**config.mk**
```make
export PLATFORM = sky130hd
export DESIGN_NAME = rsp_fifo
export DESIGN_NICKNAME = d
export VERILOG_FILES = /design/src/rtl/rsp_pkg.sv /design/src/rtl/rsp_fifo.sv
export SDC_FILE = /design/constraint.sdc
export NUM_CORES = 1
export LEC_CHECK = 0
export ABC_AREA = 1
export BUFFER_PORTS_ARGS = -buffer_cell sky130_fd_sc_hd__clkbuf_2
export CORE_MARGIN = 5
export CORE_UTILIZATION = 34
export DETAILED_ROUTE_END_ITERATION = 7
export PLACE_DENSITY = 0.54
export SLEW_MARGIN = 20
export SYNTH_ARGS = -nofsm -noshare
export SYNTH_HDL_FRONTEND = slang
export SYNTH_SLANG_ARGS = --single-unit
```
**constraint.sdc**
```tcl
create_clock -name clk -period 1.75 [get_ports clk]
set_clock_uncertainty 0.1 [all_clocks]
set_input_delay 0.0875 -clock clk [delete_from_list [all_inputs] [get_ports clk]]
set_output_delay 0.0875 -clock clk [all_outputs]
set_load 0.01 [all_outputs]
```
**src/rtl/rsp_pkg.sv**
```systemverilog
// Shared constants and types for the ray versus sphere or plane intersection core.
// It depends on nothing. The core, front, queue, back end and checker use it.
package rsp_pkg;

  localparam int COORD_WIDTH_DEF = 32;
  localparam int FRAC_BITS_DEF   = 16;
  localparam int EPS_WIDTH       = 16;
  localparam logic [EPS_WIDTH-1:0] EPS_RESET = 16'd7;
  localparam int FIFO_DEPTH      = 4;

  localparam logic OP_SPHERE = 1'b0;
  localparam logic OP_PLANE  = 1'b1;

  typedef struct packed {
    logic full;
    logic empty;
  } fifo_status_t;

endpackage

```
**src/rtl/rsp_fifo.sv**
```systemverilog
// Short register queue that parts the front end from the divider back end.
// It depends on rsp_pkg for the status struct.
module rsp_fifo #(
  parameter int EW    = 8,
  parameter int DEPTH = 4
) (
  input  logic                  clk,
  input  logic                  rst,
  input  logic                  push,
  input  logic [EW-1:0]         din,
  input  logic                  pop,
  output logic [EW-1:0]         dout,
  output rsp_pkg::fifo_status_t status
);

  import rsp_pkg::*;

  localparam int PTRW = (DEPTH > 1) ? $clog2(DEPTH) : 1;
  localparam int CNTW = $clog2(DEPTH + 1);

  logic [EW-1:0]   mem [DEPTH];
  logic [PTRW-1:0] head, tail;
  logic [CNTW-1:0] count;
  logic            do_push, do_pop;

  assign status.full  = count == CNTW'(DEPTH);
  assign status.empty = count == '0;
  assign do_push      = push && !status.full;
  assign do_pop       = pop && !status.empty;
  assign dout         = mem[head];

  always_ff @(posedge clk) begin
    if (rst) begin
      head  <= '0;
      tail  <= '0;
      count <= '0;
    end else begin
      if (do_push) begin
        tail <= (tail == PTRW'(DEPTH - 1)) ? '0 : tail + 1'b1;
      end
      if (do_pop) begin
        head <= (head == PTRW'(DEPTH - 1)) ? '0 : head + 1'b1;
      end
      if (do_push && !do_pop) begin
        count <= count + 1'b1;
      end else if (do_pop && !do_push) begin
        count <= count - 1'b1;
      end
    end
  end

  always_ff @(posedge clk) begin
    if (do_push) begin
      mem[tail] <= din;
    end
  end

endmodule

```
==> results of run 1 <==
metal layers:
layer | GRT usage, % | routed length, um | vias up
li1 | - | - | 600
met1 | 12.26 | 1338 | 547
met2 | 18.38 | 1637 | 20
met3 | 3.587 | 165 | 7
met4 | 6.588 | 73 | 0
met5 | 0 | 0 | -
area by class of cell:
type                            count  area (um^2)  share of cell area (%)
Timing Repair Buffer               46        317.8                   14.44
Clock buffer                        8        80.08                   3.638
Inverter                           18        70.07                   3.184
Sequential cell                    41         1145                   52.02
Multi-Input combinational cell     86        504.2                   22.91
Tap cell                           67        83.83                   3.809
power by group through the flow:
stage               Combinational (uW)  Sequential [uW]  Clock, uW
floorplan                          637             1310          0
global placement                   972             1330          0
detailed placement                1000             1340          0
CTS                               1030             1320        577
global route                      1300             1350        635
finish                            1140             1330        562
stage by stage:
| stage | cell area [um^2] | util [%] | total power, uW | worst slack, ps |
|---|---|---|---|---|
| 2_1_floorplan | 1698 | - | 1943 | -13.05 |
| 3_3_place_gp | 1947 | 40.68 | 2299 | 67.34 |
| 3_5_place_dp | 1947 | 40.68 | 2340 | -18.02 |
| 4_1_cts | 2136 | 44.63 | 2931 | 17.50 |
| 5_1_grt | 2201 | 45.99 | 3281 | -53.26 |
| 6_report | 2201 | 45.99 | 3032 | 41.84 |
critical path, cell delays in order, from the launching register on:
cell     delay, ps
dfxtp_2        340
nor2_4         130
nand2_2         70
nand2_2        100
ha_4           150
inv_4           40
fa_2           370
inv_2           60
nand2_2         50
nand3_1         60
nand2_1         50
inv_1           50
nor2_1          40
kinds of logic (layout without fill, tap and decap cells):
family	after synthesis	in the layout	synth area share [%]
buffers and inverters	20	72	5.309
adder cells (fa/ha/maj)	7	7	5.605
flip-flops	41	41	67.26
AO/OA/AOI/OAI	27	27	9.218
AND/OR/NAND/NOR	51	51	12.09
XOR/XNOR	1	1	0.5163
worst min-delay path by stage:
stage | start | endpoint | slack (ps) | cells past startpoint
3_3_place_gp | rst | count[0]$_SDFFE_PP0P_ | 160 | 2
5_1_grt | pop | register | 70 | 3
6_report | pop | head[1]$_SDFFE_PP0P_ | 60 | 4
3_5_place_dp | rst | count[0]$_SDFFE_PP0P_ | 160 | 2
4_1_cts | pop | head[1]$_SDFFE_PP0P_ | 40 | 4
2_1_floorplan | rst | count[0]$_SDFFE_PP0P_ | 50 | 1
what timing repair did:
action | 4_1_cts | 5_1_grt
pin swaps | 1 | 9
resized for setup | 4 | 14
hold buffers | 10 | 0
gates cloned | 0 | 0
endpoints found under the setup margin | 2 | 9
endpoints found under the hold margin | 34 | 0
buffers inserted | 0 | 4
placed cells by master, fill, tap and decap left out:
cell type,synthesis,final
edfxtp_1,32,32
dlygate4sd3_1,0,10
nand3_1,1,1
nor2_1,33,32
clkbuf_8,0,5
nand4_1,1,1
inv_4,0,1
dfxtp_2,0,3
nor2_4,0,1
inv_2,1,4
nand3b_1,2,2
ha_4,0,1
nand2_2,1,6
o22ai_1,8,8
a21oi_1,2,2
inv_1,17,13
ha_1,6,5
o21ai_2,3,4
o21ai_1,1,1
nand2_1,13,8
clkbuf_1,0,3
fa_2,0,1
buf_4,0,15
o21ai_0,13,12
clkbuf_2,0,21
xor2_1,1,1
dfxtp_1,9,6
state kept, by name (all words and copies together) (netlist names), named ones only:
signal  cells
count       3
head        2
mem        32
tail        2
==> results_dict.tcl, run 1 <==
set metrics [dict create \
    ys_types 19 \
    synth-edff-count 32 \
    cts-root-to-sink-buffers 2 \
    cts_tree "yes" \
    worst_hold_slack_ps 55.53 \
    stdcell_count 266 \
    worst_pin_slew_ps 381.4 \
    drive_gt1_share_pct 31.16 \
    worstSetupEndpointType "register" \
    viasPerCell 4.414 \
    core-area_mm2 0.004786 \
    crit_path_start "count[1]$_SDFFE_PP0P_" \
    hold_violations 0 \
    clk_pin_slew_ps 70 \
    yosys-top-cells-count "33 x nor2_1, 32 x edfxtp_1, 17 x inv_1, 13 x nand2_1, 13 x o21ai_0" \
    diodes 0 \
    finalMaxSlewViolations 0 \
    ys_warn_count 0 \
    power.internal_uw 2010 \
    cts.sink_count 41 \
    hold_class "in2reg" \
    finalSetupViolations 0 \
    yosysSeqAreaShare_pct 67.26 \
    die_h_um 80.64 \
    fin_nets 217 \
    arrival_ps 1790 \
    synth_top_cell_by_area "edfxtp_1" \
    synthArstFlopShare_pct 0 \
    power_leakage_uw 0.0008935 \
    relSlewSlack_pct 74.54 \
    grt_antenna_before_repair 0 \
    cap_violations 0 \
    track_usage_pct 11.06 \
    start_kind "register" \
    switching_power_uw 1022 \
    grt_pass1_wl_mm 5.188 \
    r2r_end "count[2]$_SDFFE_PP0P_" \
    swShare_pct 33.71 \
    r2r_cells 12 \
    status "completed" \
    p_comb_share_pct 37.6 \
    routedWlPerCell_um 12.08 \
    io_pins 22 \
    start_util_pct 35.45 \
    crit_required_ps 1830 \
    num_rows 25 \
    syn_nets 166 \
    fin_setup_tns_ps 0 \
    powerDensity_mw_per_mm2 1378 \
    syn_area_per_cell_um2 11.54 \
    grt_setup_unrepaired "yes" \
    r2r-start "count[1]$_SDFFE_PP0P_" \
    die_w_um 80.64 \
    cp_max_fo 2 \
    clkLatencyLatePin_ps 280 \
    synth-seq-cells 41 \
    ant_nets 0 \
    areaGrowthSynthToFinish_pct 29.72 \
    die_area_mm2 0.006503 \
    cts-htree-levels 2 \
    grt_pass1_vias 1112 \
    routed_wl_mm 3.214 \
    synth.area.top_cells "edfxtp_1 57%, dfxtp_1 11%, nor2_1 7.3%" \
    dp.cells 244 \
    fin_crit_ps 1708 \
    overflow 0 \
    critical_path_class "reg2reg" \
    hpwlAfterDp_mm 2.208 \
    endpoint "count[2]$_SDFFE_PP0P_" \
    nFillCells 455 \
    dr_total_vias 1174 \
    rrSetupSlack_ps 40 \
    fin_crit_sh_pct 97.61 \
    cts_buffers 5 \
    port_buffers 21 \
    synth_top_area_share_pct 56.64 \
    synth.most_common_cell "nor2_1" \
    netlist_instances 147 \
    synthFlopType "edfxtp_1" \
    mappedNetlistArea_mm2 0.001697 \
    first_iter_violations 29 \
    p_clk_share_pct 18.5 \
    gp_congestion 0.7250 \
    vdd_drop_max_v 0.0004870 \
    drt-pass1-iter-count 4 \
    drcViolationCount 0 \
    fmax_mhz 585.4 \
    grt_max_degree 17 \
    clock-root-buffer "clkbuf_8" \
    pwr-share-seq_pct 43.9 \
]
No activity file was read; power rests on OpenSTA's default activity.
==> run 2: changes to the inputs <==
--- a/config.mk
+++ b/config.mk
@@ -10,6 +10,7 @@
 export CORE_MARGIN = 5
 export CORE_UTILIZATION = 34
 export DETAILED_ROUTE_END_ITERATION = 7
+export MAX_ROUTING_LAYER = met4
 export PLACE_DENSITY = 0.54
 export SLEW_MARGIN = 20
 export SYNTH_ARGS = -nofsm -noshare
==> results_dict.tcl, run 2 (synthesis results as in run 1) <==
set metrics [dict create \
    reg_top3 "mem: 32 flops, count: 3 flops" \
    cap_violations 0 \
    grt_setup_unrepaired "yes" \
    vdd_drop_max_v 0.0004867 \
    track_usage_pct 11.36 \
    arrival_ps 1790 \
    die_w_um 80.64 \
    drive_gt1_share_pct 31.16 \
    status "completed" \
    grt_pass1_vias 1113 \
    cts.sink_count 41 \
    io_pins 22 \
    hold_violations 0 \
    drt-pass1-iter-count 4 \
    diodes 0 \
    cts-htree-levels 2 \
    grt_pass1_wl_mm 5.181 \
    routed_wl_mm 3.219 \
    die_h_um 80.64 \
    most-common-layout-cells "32 x nor2_1, 32 x edfxtp_1, 21 x clkbuf_2, 15 x buf_4, 13 x inv_1" \
    postLayoutCellArea_mm2 0.002201 \
    place_area_mm2 0.001947 \
    dp.cells 244 \
    clk_pin_slew_ps 70 \
    viasPerCell 4.410 \
    num_rows 25 \
    areaGrowthSynthToFinish_pct 29.72 \
    fin_nets 217 \
    powerDensity_mw_per_mm2 1379 \
    port_buffers 21 \
    overflow 0 \
    hold_class "in2reg" \
    cts_tree "yes" \
    drcViolationCount 0 \
    routedWlPerCell_um 12.10 \
    gp_congestion 0.7336 \
    fin_crit_sh_pct 97.63 \
    finalSetupViolations 0 \
    rrSetupSlack_ps 40 \
    first_iter_violations 36 \
    critical_path_class "reg2reg" \
    worst_hold_slack_ps 54.55 \
    total_power_uw 3034 \
    clock-root-buffer "clkbuf_8" \
    cts-root-to-sink-buffers 2 \
    worst_pin_slew_ps 381.4 \
    ant_nets 0 \
    power_leakage_uw 0.0008935 \
    relSlewSlack_pct 74.54 \
    die_area_mm2 0.006503 \
    core-area_mm2 0.004786 \
    grt_max_degree 17 \
    hpwlAfterDp_mm 2.208 \
    dr_total_vias 1173 \
    clkLatencyLatePin_ps 280 \
    start_kind "register" \
    cp_max_fo 2 \
    finalMaxSlewViolations 0 \
    regMostFlops "mem" \
    fmax_mhz 585.3 \
    largest_reg_flops 32 \
    start_util_pct 35.45 \
    worstSetupEndpointType "register" \
    crit_required_ps 1830 \
    grt_antenna_before_repair 0 \
    stdcell_count 266 \
    fin_crit_ps 1709 \
    cts_buffers 5 \
]
## run 2: cell type report
class                      count  area [um^2]
inverter                      18        70.07
clock buffer                   8        80.08
timing repair buffer          46        317.8
fill                         455         2585
multi-input combinational     86        504.2
sequential                    41         1145
tap                           67        83.83
## run 2: path summary, 6_finish.rpt
check                                           start                     to  cells past startpoint
worst max-delay path            count[1]$_SDFFE_PP0P_  count[2]$_SDFFE_PP0P_                     12
worst min-delay path                              pop   head[1]$_SDFFE_PP0P_                      4
worst max register to register  count[1]$_SDFFE_PP0P_  count[2]$_SDFFE_PP0P_                     12
worst min register to register   head[1]$_SDFFE_PP0P_   head[1]$_SDFFE_PP0P_                      2
## run 2: stage by stage
| stage | TNS (ps) | util (%) | worst slack, ps |
|---|---|---|---|
| 6_report | 0 | 45.99 | 41.45 |
| 5_1_grt | -81.97 | 45.99 | -53.26 |
| 4_1_cts | 0 | 44.63 | 17.50 |
| 3_5_place_dp | -18.75 | 40.68 | -18.02 |
| 3_3_place_gp | 0 | 40.68 | 67.34 |
| 2_1_floorplan | -13.05 | - | -13.05 |
## run 2: worst max-delay path, cell delays in order, from the launching register on
cell,delay [ps]
dfxtp_2,340
nor2_4,130
nand2_2,70
nand2_2,100
ha_4,150
inv_4,40
fa_2,370
inv_2,60
nand2_2,50
nand3_1,60
nand2_1,50
inv_1,50
nor2_1,40
## run 2: what timing repair did
action	CTS	global route
pin swaps	1	9
endpoints found under the setup margin	2	9
gates resized for setup	4	14
buffers inserted	0	4
hold buffers	10	0
hold endpoints to repair	34	0
## run 2: where the power goes
part           switching [uW]  internal, uW
sequential                118          1210
combinational             626           514
clock                     280           283
## run 2: layer usage
layer	up-vias	wire length [um]	GRT usage, %
met5	-	0	-
met4	0	76	6.588
met3	7	184	3.587
met2	20	1639	18.38
met1	546	1318	12.26
li1	600	-	-
==> run 3: changes to the inputs <==
--- a/config.mk
+++ b/config.mk
@@ -12,6 +12,7 @@
 export DETAILED_ROUTE_END_ITERATION = 7
 export MAX_ROUTING_LAYER = met4
 export PLACE_DENSITY = 0.54
+export SETUP_SLACK_MARGIN = 0.2
 export SLEW_MARGIN = 20
 export SYNTH_ARGS = -nofsm -noshare
 export SYNTH_HDL_FRONTEND = slang
==> results_dict.tcl, run 3 (synthesis results as in run 1) <==
set metrics [dict create \
    die_h_um 80.64 \
    largest_reg_flops 32 \
    path_depth 11 \
    crit_required_ps 1880 \
    clkLatencyLatePin_ps 290 \
    crit_path_start "count[0]$_SDFFE_PP0P_" \
    overflow 0 \
    crit_family "simple AND/OR/NAND/NOR gates" \
    viasPerCell 4.691 \
    dpl_worst_slack_ps 15.88 \
    finalSetupViolations 0 \
    grt_antenna_before_repair 0 \
    r2r_end "count[2]$_SDFFE_PP0P_" \
    dr_wl_met2_mm 1.751 \
    postLayoutCellArea_mm2 0.002293 \
    regArea_mm2 0.001154 \
    clock-root-buffer "clkbuf_8" \
    ant_nets 0 \
    status "completed" \
    relSlewSlack_pct 85.34 \
    diodes 0 \
    worst_pin_slew_ps 220.0 \
    hold_class "in2reg" \
    fin_setup_tns_ps 0 \
    wl_met1_mm 1.499 \
    cap_violations 0 \
    grt_pass1_vias 1090 \
    num_rows 25 \
    reg_top3 "mem: 32 flops, count: 3 flops" \
    r2r-start "count[0]$_SDFFE_PP0P_" \
    io_pins 22 \
    drcViolationCount 0 \
    gp_congestion 0.8567 \
    hpwlAfterDp_mm 2.228 \
    clk_pin_slew_ps 70 \
    die_w_um 80.64 \
    multi_input_area_um2 520.5 \
    cts_tree "yes" \
    critical_path_class "reg2reg" \
    cts_buffers 5 \
    drive_gt1_share_pct 34.65 \
    worst_path_max_delay_cell "fa_2" \
    regMostFlops "mem" \
    r2r_cells 11 \
    post-route-util_pct 47.92 \
    cts-root-to-sink-buffers 2 \
    dr_total_vias 1262 \
    routed_wl_mm 3.520 \
    vdd_drop_max_v 0.0006321 \
    track_usage_pct 11.35 \
    most-common-layout-cells "32 x nor2_1, 32 x edfxtp_1, 18 x clkbuf_2, 16 x buf_4, 12 x inv_1" \
    grt_pass1_wl_mm 5.347 \
    powerDensity_mw_per_mm2 1421 \
    path_cells "nor2_4 > nand2_2 > nand2_4 > ha_4 > inv_4 > fa_2 > inv_2 > nand2_2 > nand4_1 > nand2_1 > nor2_1" \
    core-area_mm2 0.004786 \
    cts-htree-levels 2 \
    grt_setup_unrepaired "yes" \
    fin_crit_ps 1711 \
    drt-pass1-iter-count 4 \
    die_area_mm2 0.006503 \
    worstSetupEndpointType "register" \
    arrival_ps 1840 \
    fin_nets 220 \
    cts.sink_count 41 \
    finalMaxSlewViolations 0 \
    start_kind "register" \
    routedWlPerCell_um 13.09 \
    cp.buffers_inverters 2 \
    fin_crit_sh_pct 97.79 \
    place_area_mm2 0.001956 \
    slowest_delay_ps 370 \
    start_util_pct 35.45 \
    cp_max_fo 2 \
    fmax_mhz 584.4 \
    first_iter_violations 64 \
    top_layer_used "met4" \
    setup_ws_ps 38.75 \
    grt_max_degree 17 \
    hold_violations 0 \
    port_buffers 21 \
    wl_met3_um 202 \
    endpoint "count[2]$_SDFFE_PP0P_" \
    power_leakage_uw 0.0009422 \
    crit_top_cell "nand2_2" \
    areaGrowthSynthToFinish_pct 35.18 \
    nFillCells 456 \
    rrSetupSlack_ps 40 \
]
==> run 3: changes by cell type in the layout (fill, tap and decap cells not counted), moves of 2 or more <==
| cell | before | now |
|---|---|---|
| inv_4 | 1 | 3 |
| buf_6 | 0 | 2 |
| nand2_2 | 6 | 3 |
| o21ai_1 | 1 | 3 |
| dfxtp_2 | 3 | 1 |
| buf_2 | 0 | 2 |
| dfxtp_4 | 0 | 3 |
| clkinv_2 | 0 | 2 |
| clkbuf_2 | 21 | 18 |
| nand2_4 | 0 | 3 |
| clkbuf_1 | 3 | 1 |
| inv_2 | 4 | 2 |
==> run 3: worst min-delay path by stage <==
stage / from / to / depth (start not counted)
finish: push / tail[1]$_SDFFE_PP0P_ / 3
global route: push / tail[1]$_SDFFE_PP0P_ / 3
floorplan: rst / count[0]$_SDFFE_PP0P_ / 1
detailed placement: rst / count[0]$_SDFFE_PP0P_ / 2
global placement: rst / count[0]$_SDFFE_PP0P_ / 2
CTS: push / tail[1]$_SDFFE_PP0P_ / 3
==> run 3: cell type report <==
cell class	count	share of cell area, %
Inverter	18	3.492
Sequential cell	41	50.30
Clock inverter	2	0.4364
Timing Repair Buffer	49	16.26
Clock buffer	6	3.164
Multi-Input combinational cell	86	22.70
Tap cell	67	3.655
==> run 3: stage by stage <==
step                      hold WS, ps  power (uW)  std cells
after floorplan                 50.20        2011        147
after global placement          155.0        2333        240
after detailed placement        157.4        2377        240
after CTS                       14.67        3079        261
after global routing            46.18        3490        269
final                           20.16        3259        269
==> run 3: power breakdown <==
group / internal, uW / switching [uW] / leakage (uW)
registers: 1220 / 126 / 0.000370
clock network: 276 / 301 / 0.0000450
logic: 641 / 692 / 0.000527
==> run 3: metal layers <==
metal | global-route usage (%) | vias up
li1 | - | 611
met3 | 3.139 | 8
met2 | 18.54 | 39
met1 | 13.44 | 604
met4 | 4.054 | 0
met5 | - | -
==> run 3: worst reg2reg max path, cell delays in order, from the launching register on <==
cell and delay [ps]:
dfxtp_4 350, nor2_4 150, nand2_2 100, nand2_4 90
ha_4 140, inv_4 40, fa_2 370, inv_2 70
nand2_2 50, nand4_1 60, nand2_1 50, nor2_1 90
==> run 3: what timing repair did <==
item	CTS	global route
resized for setup	11	14
hold buffers	9	0
endpoints found under the hold margin	33	0
cloned	0	1
pin swaps	6	11
endpoints found under the setup margin	10	7
buffers inserted	4	7
